===== src/design/pct_pkg.sv =====
// ----------------------------------------------------------------------------
// pct_pkg: shared types and constants of the curve tessellator
// Register indexes, curve kind codes, fixed point widths, controller state
// and the command/status bundles between controller and datapath.
// ----------------------------------------------------------------------------
`timescale 1ns / 1ps

package pct_pkg;

  localparam int COORD_WIDTH_DEF = 16;

  // configuration port
  localparam int CFG_IDX_W  = 2;
  localparam int CFG_DATA_W = 6;
  localparam logic [CFG_IDX_W-1:0] CFG_IDX_KIND = 2'd0;
  localparam logic [CFG_IDX_W-1:0] CFG_IDX_SEG  = 2'd1;

  // curve kind: high bit selects Catmull-Rom, low bit cubic
  localparam int KIND_W = 2;
  localparam logic [KIND_W-1:0] KIND_QUAD    = 2'd0;
  localparam logic [KIND_W-1:0] KIND_CUBIC   = 2'd1;
  localparam logic [KIND_W-1:0] KIND_CATMULL = 2'd2;
  localparam int KIND_BIT_CR    = 1;
  localparam int KIND_BIT_CUBIC = 0;

  localparam int SEG_W = 6;
  localparam logic [SEG_W-1:0] SEG_RESET = 6'd16;

  // parameter t, unsigned Q1.16
  localparam int T_W    = 17;
  localparam int FRAC_W = 16;

  // step divider: 2^17 / (2n)
  localparam int DIV_W     = SEG_W + 1;
  localparam int DIV_STEPS = T_W + 1;
  localparam int DIV_CNT_W = $clog2(DIV_STEPS);

  typedef enum logic [1:0] {
    ST_IDLE,
    ST_DIV,
    ST_RUN,
    ST_DRAIN
  } pct_state_t;

  typedef struct packed {
    logic load;
    logic div_start;
    logic issue;
    logic last;
  } pct_cmd_t;

  typedef struct packed {
    logic             step_ok;
    logic             adv;
    logic             pipe_empty;
    logic [SEG_W-1:0] n_eff;
  } pct_status_t;

endpackage


===== src/design/pct_ctrl.sv =====
// ----------------------------------------------------------------------------
// pct_ctrl: item sequencer of the curve tessellator
// Takes an item, starts the step divider when needed, issues one point per
// free pipeline slot and waits for the pipeline to drain.
// ----------------------------------------------------------------------------
`timescale 1ns / 1ps

module pct_ctrl (
  input  logic                 clk,
  input  logic                 rst_n,
  input  logic                 in_valid,
  output logic                 in_ready,
  output pct_pkg::pct_cmd_t    cmd,
  input  pct_pkg::pct_status_t status
);
  import pct_pkg::*;

  pct_state_t       state_r, state_nxt;
  logic [SEG_W-1:0] i_r, i_nxt;
  logic             is_last;

  always_ff @(posedge clk) begin
    if (!rst_n) begin
      state_r <= ST_IDLE;
      i_r     <= '0;
    end else begin
      state_r <= state_nxt;
      i_r     <= i_nxt;
    end
  end

  assign is_last = (i_r == status.n_eff);

  always_comb begin
    state_nxt = state_r;
    i_nxt     = i_r;
    cmd       = '0;
    in_ready  = 1'b0;
    unique case (state_r)
      ST_IDLE: begin
        in_ready = 1'b1;
        if (in_valid) begin
          cmd.load = 1'b1;
          i_nxt    = '0;
          if (status.step_ok) begin
            state_nxt = ST_RUN;
          end else begin
            cmd.div_start = 1'b1;
            state_nxt     = ST_DIV;
          end
        end
      end
      ST_DIV: begin
        if (status.step_ok) begin
          state_nxt = ST_RUN;
        end
      end
      ST_RUN: begin
        if (status.adv) begin
          cmd.issue = 1'b1;
          cmd.last  = is_last;
          if (is_last) begin
            state_nxt = ST_DRAIN;
          end else begin
            i_nxt = i_r + 1'b1;
          end
        end
      end
      ST_DRAIN: begin
        if (status.pipe_empty) begin
          state_nxt = ST_IDLE;
        end
      end
    endcase
  end

endmodule


===== config.mk =====
export PLATFORM = sky130hd
export DESIGN_NAME = pct_ctrl
export DESIGN_NICKNAME = d
export VERILOG_FILES = /design/src/design/pct_pkg.sv /design/src/design/pct_ctrl.sv
export SDC_FILE = /design/constraint.sdc
export NUM_CORES = 1
export LEC_CHECK = 0
export BUFFER_PORTS_ARGS = -buffer_cell sky130_fd_sc_hd__buf_2
export CORE_AREA = 2 2 42 44
export DETAILED_ROUTE_END_ITERATION = 10
export DIE_AREA = 0 0 44 46
export PLACE_DENSITY = 0.68
export SETUP_SLACK_MARGIN = 0.3
export SKIP_LAST_GASP = 1
export SYNTH_ARGS = -nofsm -noshare
export SYNTH_HDL_FRONTEND = slang
export SYNTH_SLANG_ARGS = --single-unit

===== constraint.sdc =====
create_clock -name clk -period 2 [get_ports clk]
set_input_delay 0.2 -clock clk [delete_from_list [all_inputs] [get_ports clk]]
set_output_delay 0.2 -clock clk [all_outputs]
set_load 0.005 [all_outputs]

==> results of run 1 <==
## cells in the mapped netlist, types with 2 or more instances
master and count:
nor2b_1 5, nor3_1 2, nor4_1 2, nor2_1 6
o21ai_1 2, nand3_1 2, nor3b_1 2, a32o_1 4
dfxtp_1 8, nand2_1 6, inv_1 4, a211oi_1 3
ha_1 6, xor2_1 6, and2_1 2
## worst paths after layout
path / from / end / slack (ns) / cells after the start
max: state_r[0]$_SDFFE_PN0P_ / i_r[3]$_SDFFE_PN0P_ / 0.27 / 7
min: rst_n / i_r[1]$_SDFFE_PN0P_ / 0.27 / 3
max reg2reg: state_r[0]$_SDFFE_PN0P_ / i_r[3]$_SDFFE_PN0P_ / 0.27 / 7
min reg2reg: i_r[1]$_SDFFE_PN0P_ / i_r[1]$_SDFFE_PN0P_ / 0.52 / 2
## area by class of cell
type | instances | area share
inverters | 4 | 0.02257
clock buffers | 3 | 0.02539
multi-input cells | 60 | 0.6008
repair buffers | 22 | 0.1410
flip-flops and latches | 8 | 0.1862
well taps | 17 | 0.02398
## timing repair
| action | 4_1_cts | 5_1_grt |
|---|---|---|
| gates resized for setup | 6 | 7 |
| setup endpoints to repair | 5 | 8 |
| setup buffers | 5 | 1 |
| hold endpoints to repair | 0 | 0 |
| pin swaps | 3 | 5 |
## cells by family (layout without fill, tap and decap cells)
family | count (synthesis) | in the layout | synth area share
simple gates | 34 | 34 | 0.3250
fa+ha+maj | 6 | 6 | 0.1147
flops | 8 | 8 | 0.2447
buf+inv | 6 | 29 | 0.04588
mux | 1 | 1 | 0.01530
xor+xnor | 6 | 6 | 0.08031
compound gates | 13 | 13 | 0.1740
## routing by layer
layer,up-vias,GRT usage
li1,314,-
met1,294,0.1915
met5,-,0
met4,0,0.05455
met2,26,0.2441
met3,2,0.01984
## flip-flops by register name, summed over array words and instances, names as in the netlist
name     count
state_r      2
i_r          6
## through the flow
stage	util	hold slack [ns]	setup WS, ns	cell area (sq um)	instances
after floorplan	-	0.4171	0.2693	671.9	74
after global placement	0.4698	0.5065	0.1873	758.2	105
after detailed placement	0.4698	0.5161	0.1490	758.2	105
after CTS	0.5225	0.2716	0.2423	843.3	113
after global routing	0.5496	0.3016	0.2025	887.1	114
final	0.5496	0.2687	0.2686	887.1	114
## power by group
| part | leakage [uW] | switching [uW] | internal, uW |
|---|---|---|---|
| registers | 0.0000659 | 31.2 | 192 |
| logic | 0.000312 | 340 | 356 |
| clock network | 0.0000138 | 56.3 | 68.7 |
## worst reg2reg max path, cell delays in order, from the launching register on
cell and delay, ns:
dfxtp_2 0.35, inv_4 0.05, ha_4 0.17, nor2b_4 0.13
or3_4 0.37, a31oi_4 0.24, o21ai_1 0.10, a32o_1 0.22
==> run_results.csv, run 1 <==
group,metric,value,unit
floorplan,start_util,0.4054,
clock_network,clkTransAtPathRegs,0.05,ns
clock_network,ctsLongestPathBuffers,2,
routing,drt-initial-drc-count,17,
job,maxCapViolCount,0,
timing,setup_tns,0,ns
power,ir_drop,0.7110,mV
yosys,synth.net_count,92,
critical_path,worstPathMaxFanout,6,
placed_design,numPortBuffers,16,
placed_design,dpl.hpwl,1.028,mm
yosys,synth-edff-count,0,
global_routing,grt-ovfl-total,0,
finish,seqCellArea,165.2,sq um
routing,route.final.wire_length,1.444,mm
routing,dr_wl_met3,113,um
floorplan,dieArea,2024,sq um
power,finalPower,1045,uW
routing,dr.pass1.iters,4,
yosys,netlist_instances,74,
finish,drive_above_1_share,0.4536,
floorplan,rows,15,
yosys,yosysTopAreaCell,"dfxtp_1",
floorplan,die_x,44,um
routing,drt-met1-wl,639,um
clock_network,cts_hold_buf,0,
routing,highest_layer,"met4",
global_routing,grt_use_total,0.1465,
yosys,synth_cell_types,29,
critical_path,critical-path-max-stage-delay,0.37,ns
floorplan,ios,17,
placed_design,place_congestion,0.7785,
finish,n_fill_cell,149,
yosys,synth-seq-cells,8,
clock_network,root_buffer,"clkbuf_4",
global_routing,grt_pass1_vias,564,
clock_network,clock_latency,0.26,ns
finish,multi_input_area,533.0,sq um
clock_network,cts_made_buffers,3,
routing,met2_wirelength,684,um
critical_path,path_class,"flop to flop",
critical_path,cp_num_buf_inv,1,
timing,rsz0062_at_grt,"true",
yosys,netlist_area,654.4,sq um
critical_path,endpoint_kind,"flop",
floorplan,core_area,1614,sq um
finish,mostFrequentLayoutCell,"buf_2",
power,powerDensity,1177,nW/um^2
timing,tightest_slew,0.3234,ns
finish,num_antenna_cells,0,
critical_path,critPathTopFamily,"compound AO/OA/AOI/OAI gates",
critical_path,crit_chain,"inv_4 > ha_4 > nor2b_4 > or3_4 > a31oi_4 > o21ai_1 > a32o_1",
timing,hold_viol_final,0,
yosys,syn_avg_cell_area,8.843,sq um
clock_network,cts.sinks,8,
critical_path,crit_arrival,1.88,ns
yosys,synthFlopType,"dfxtp_1",
worst_hold_path,hold_path_class,"input pin to flop",
timing,slew_headroom,0.7836,
yosys,synth_top_area_share,0.2447,
routing,ant_nets,0,
critical_path,cp_slowest_cell,"or3_4",
clock_network,cts_tree,"built",
global_routing,grt_max_degree,9,
power,p_leak,0.0003914,uW
timing,finalCritPeriodShare,0.8657,
timing,min_period,1.731,ns
timing,clock_skew,0.002215,ns
timing,maxSlewViolCount,0,
global_routing,grt_pass1_wl,2.263,mm
status,outcome,"completed",
floorplan,die_height,46,um
timing,clock.fmax,577.6,MHz
routing,avgRoutedWirePerCell,12.67,um
yosys,synth_area_leaders,"dfxtp_1 (24%), ha_1 (11%), xor2_1 (8.0%)",
finish,syn_to_final_growth,35.56,%
routing,drcViolationCount,0,
critical_path,startpoint_type,"flop",
timing,setup_viol,0,
routing,viasPerCell,5.579,
clock_network,htree_num_levels,1,
critical_path,critPathRequiredTime,2.15,ns
global_routing,antenna_found_initial,0,
yosys,yosysWarnings,0,
yosys,synth-seq-area-share,0.2447,
finish,nNetsFinal,117,
routing,vias,636,
yosys,synthArstFlopShare,0,
No activity file was read; power rests on OpenSTA's default activity.
==> run 2: changes to the inputs <==
--- a/config.mk
+++ b/config.mk
@@ -9,7 +9,7 @@
 export CORE_AREA = 2 2 42 44
 export DETAILED_ROUTE_END_ITERATION = 10
 export DIE_AREA = 0 0 44 46
-export PLACE_DENSITY = 0.68
+export PLACE_DENSITY_LB_ADDON = 0.2
 export SETUP_SLACK_MARGIN = 0.3
 export SKIP_LAST_GASP = 1
 export SYNTH_ARGS = -nofsm -noshare
==> run_results.csv, run 2 (synthesis results as in run 1) <==
group,metric,value,unit
floorplan,rows,15,
clock_network,cts_tree,"built",
critical_path,endpoint_kind,"flop",
routing,viasPerCell,5.322,
routing,vias,612,
routing,avgRoutedWirePerCell,13.10,um
timing,tightest_slew,0.3737,ns
global_routing,grt_pass1_vias,523,
critical_path,critPathTopFamily,"compound AO/OA/AOI/OAI gates",
floorplan,die_x,44,um
timing,finalCritPeriodShare,0.8692,
timing,slew_headroom,0.7486,
timing,maxSlewViolCount,0,
power,p_leak,0.0003948,uW
clock_network,clkTransAtPathRegs,0.06,ns
placed_design,dpl.hpwl,1.087,mm
clock_network,cts_made_buffers,3,
critical_path,critical-path-max-stage-delay,0.37,ns
finish,top_register,"i_r",
floorplan,ios,17,
finish,layout_common_cells,"buf_2 (16), buf_4 (7)",
placed_design,numPortBuffers,16,
global_routing,grt_pass1_wl,2.311,mm
critical_path,critPathRequiredTime,2.14,ns
power,powerDensity,1174,nW/um^2
critical_path,crit_arrival,1.88,ns
finish,top_regs,"i_r x6, state_r x2",
clock_network,clock_latency,0.26,ns
clock_network,htree_num_levels,1,
routing,dr.pass1.iters,4,
worst_hold_path,min_path_cells,3,
global_routing,grt-ovfl-total,0,
critical_path,worstPathMaxFanout,6,
finish,syn_to_final_growth,35.37,%
timing,hold_viol_final,0,
timing,min_period,1.738,ns
critical_path,cp_num_buf_inv,1,
timing,setup_tns,0,ns
finish,nNetsFinal,118,
critical_path,crit_chain,"inv_4 > ha_4 > nor2b_4 > or3_4 > a31oi_4 > o21ai_1 > a32o_1",
timing,clock_skew,0.009886,ns
routing,route.final.wire_length,1.507,mm
timing,holdWs,0.2725,ns
finish,drive_above_1_share,0.4388,
finish,mostFrequentLayoutCell,"buf_2",
clock_network,cts.sinks,8,
critical_path,path_class,"flop to flop",
critical_path,cp.depth,7,
timing,setup_viol,0,
critical_path,r2r_cells,7,
routing,drt-initial-drc-count,18,
routing,ant_nets,0,
worst_hold_path,hold_path_class,"input pin to flop",
timing,clock.fmax,575.2,MHz
finish,n_fill_cell,159,
global_routing,antenna_found_initial,0,
clock_network,root_buffer,"clkbuf_4",
global_routing,grt_max_degree,9,
finish,num_antenna_cells,0,
placed_design,place_congestion,0.7104,
floorplan,dieArea,2024,sq um
routing,drcViolationCount,0,
critical_path,startpoint_type,"flop",
critical_path,cp_slowest_cell,"or3_4",
floorplan,start_util,0.4054,
floorplan,die_height,46,um
power,ir_drop,0.6912,mV
clock_network,ctsLongestPathBuffers,2,
job,maxCapViolCount,0,
timing,rsz0062_at_grt,"true",
status,outcome,"completed",
finish,largest_reg_flops,6,
floorplan,core_area,1614,sq um
global_routing,grt_use_total,0.1614,
run 2: tightest hold or removal path: stages:
cell,delay (ns)
buf_2,0.15
nand2_1,0.07
o21ai_0,0.06
run 2: final timing paths:
| kind | start | to | slack (ns) |
|---|---|---|---|
| max | state_r[0]$_SDFFE_PN0P_ | i_r[3]$_SDFFE_PN0P_ | 0.26 |
| min | rst_n | i_r[1]$_SDFFE_PN0P_ | 0.27 |
| max reg2reg | state_r[0]$_SDFFE_PN0P_ | i_r[3]$_SDFFE_PN0P_ | 0.26 |
| min reg2reg | i_r[1]$_SDFFE_PN0P_ | i_r[1]$_SDFFE_PN0P_ | 0.51 |
run 2: what timing repair did:
action / CTS / global route
buffers inserted: 4 / 3
endpoints found under the hold margin: 0 / 0
hold buffers: 0 / 0
setup endpoints to repair: 6 / 8
pin swaps: 6 / 5
resized for setup: 6 / 5
run 2: through the flow:
stage | instance area, sq um | total power, uW | cells | setup slack, ns | utilization
2_1_floorplan | 671.9 | 624.9 | 74 | 0.2693 | -
3_5_place_dp | 758.2 | 734.7 | 105 | 0.1503 | 0.4698
5_1_grt | 885.9 | 1134 | 115 | 0.1821 | 0.5488
3_3_place_gp | 758.2 | 727.2 | 105 | 0.1921 | 0.4698
4_1_cts | 835.8 | 959.7 | 112 | 0.2627 | 0.5178
6_report | 885.9 | 1040 | 115 | 0.2615 | 0.5488
run 2: final cells by class:
class                           instances  area, sq um  share of cell area
Clock buffer                            3        22.52             0.02542
Inverter                                4        20.02             0.02260
Multi-Input combinational cell         60        524.3              0.5918
Sequential cell                         8        165.2              0.1864
Tap cell                               17        21.27             0.02401
Timing Repair Buffer                   23        132.6              0.1497
run 2: where the power goes:
group | internal (uW) | switching [uW] | leakage (uW)
clock | 68.8 | 57.2 | 0.0000138
sequential | 192 | 33.3 | 0.0000659
combinational | 357 | 333 | 0.000315
total | 617 | 423 | 0.000395
run 2: metal layers:
layer  track usage  vias up  share of wire
li1              -      315              -
met1        0.1896      280           0.47
met2        0.2706       15           0.48
met3       0.05952        2          0.053
met4       0.05455        0         0.0027
met5             0        -              0
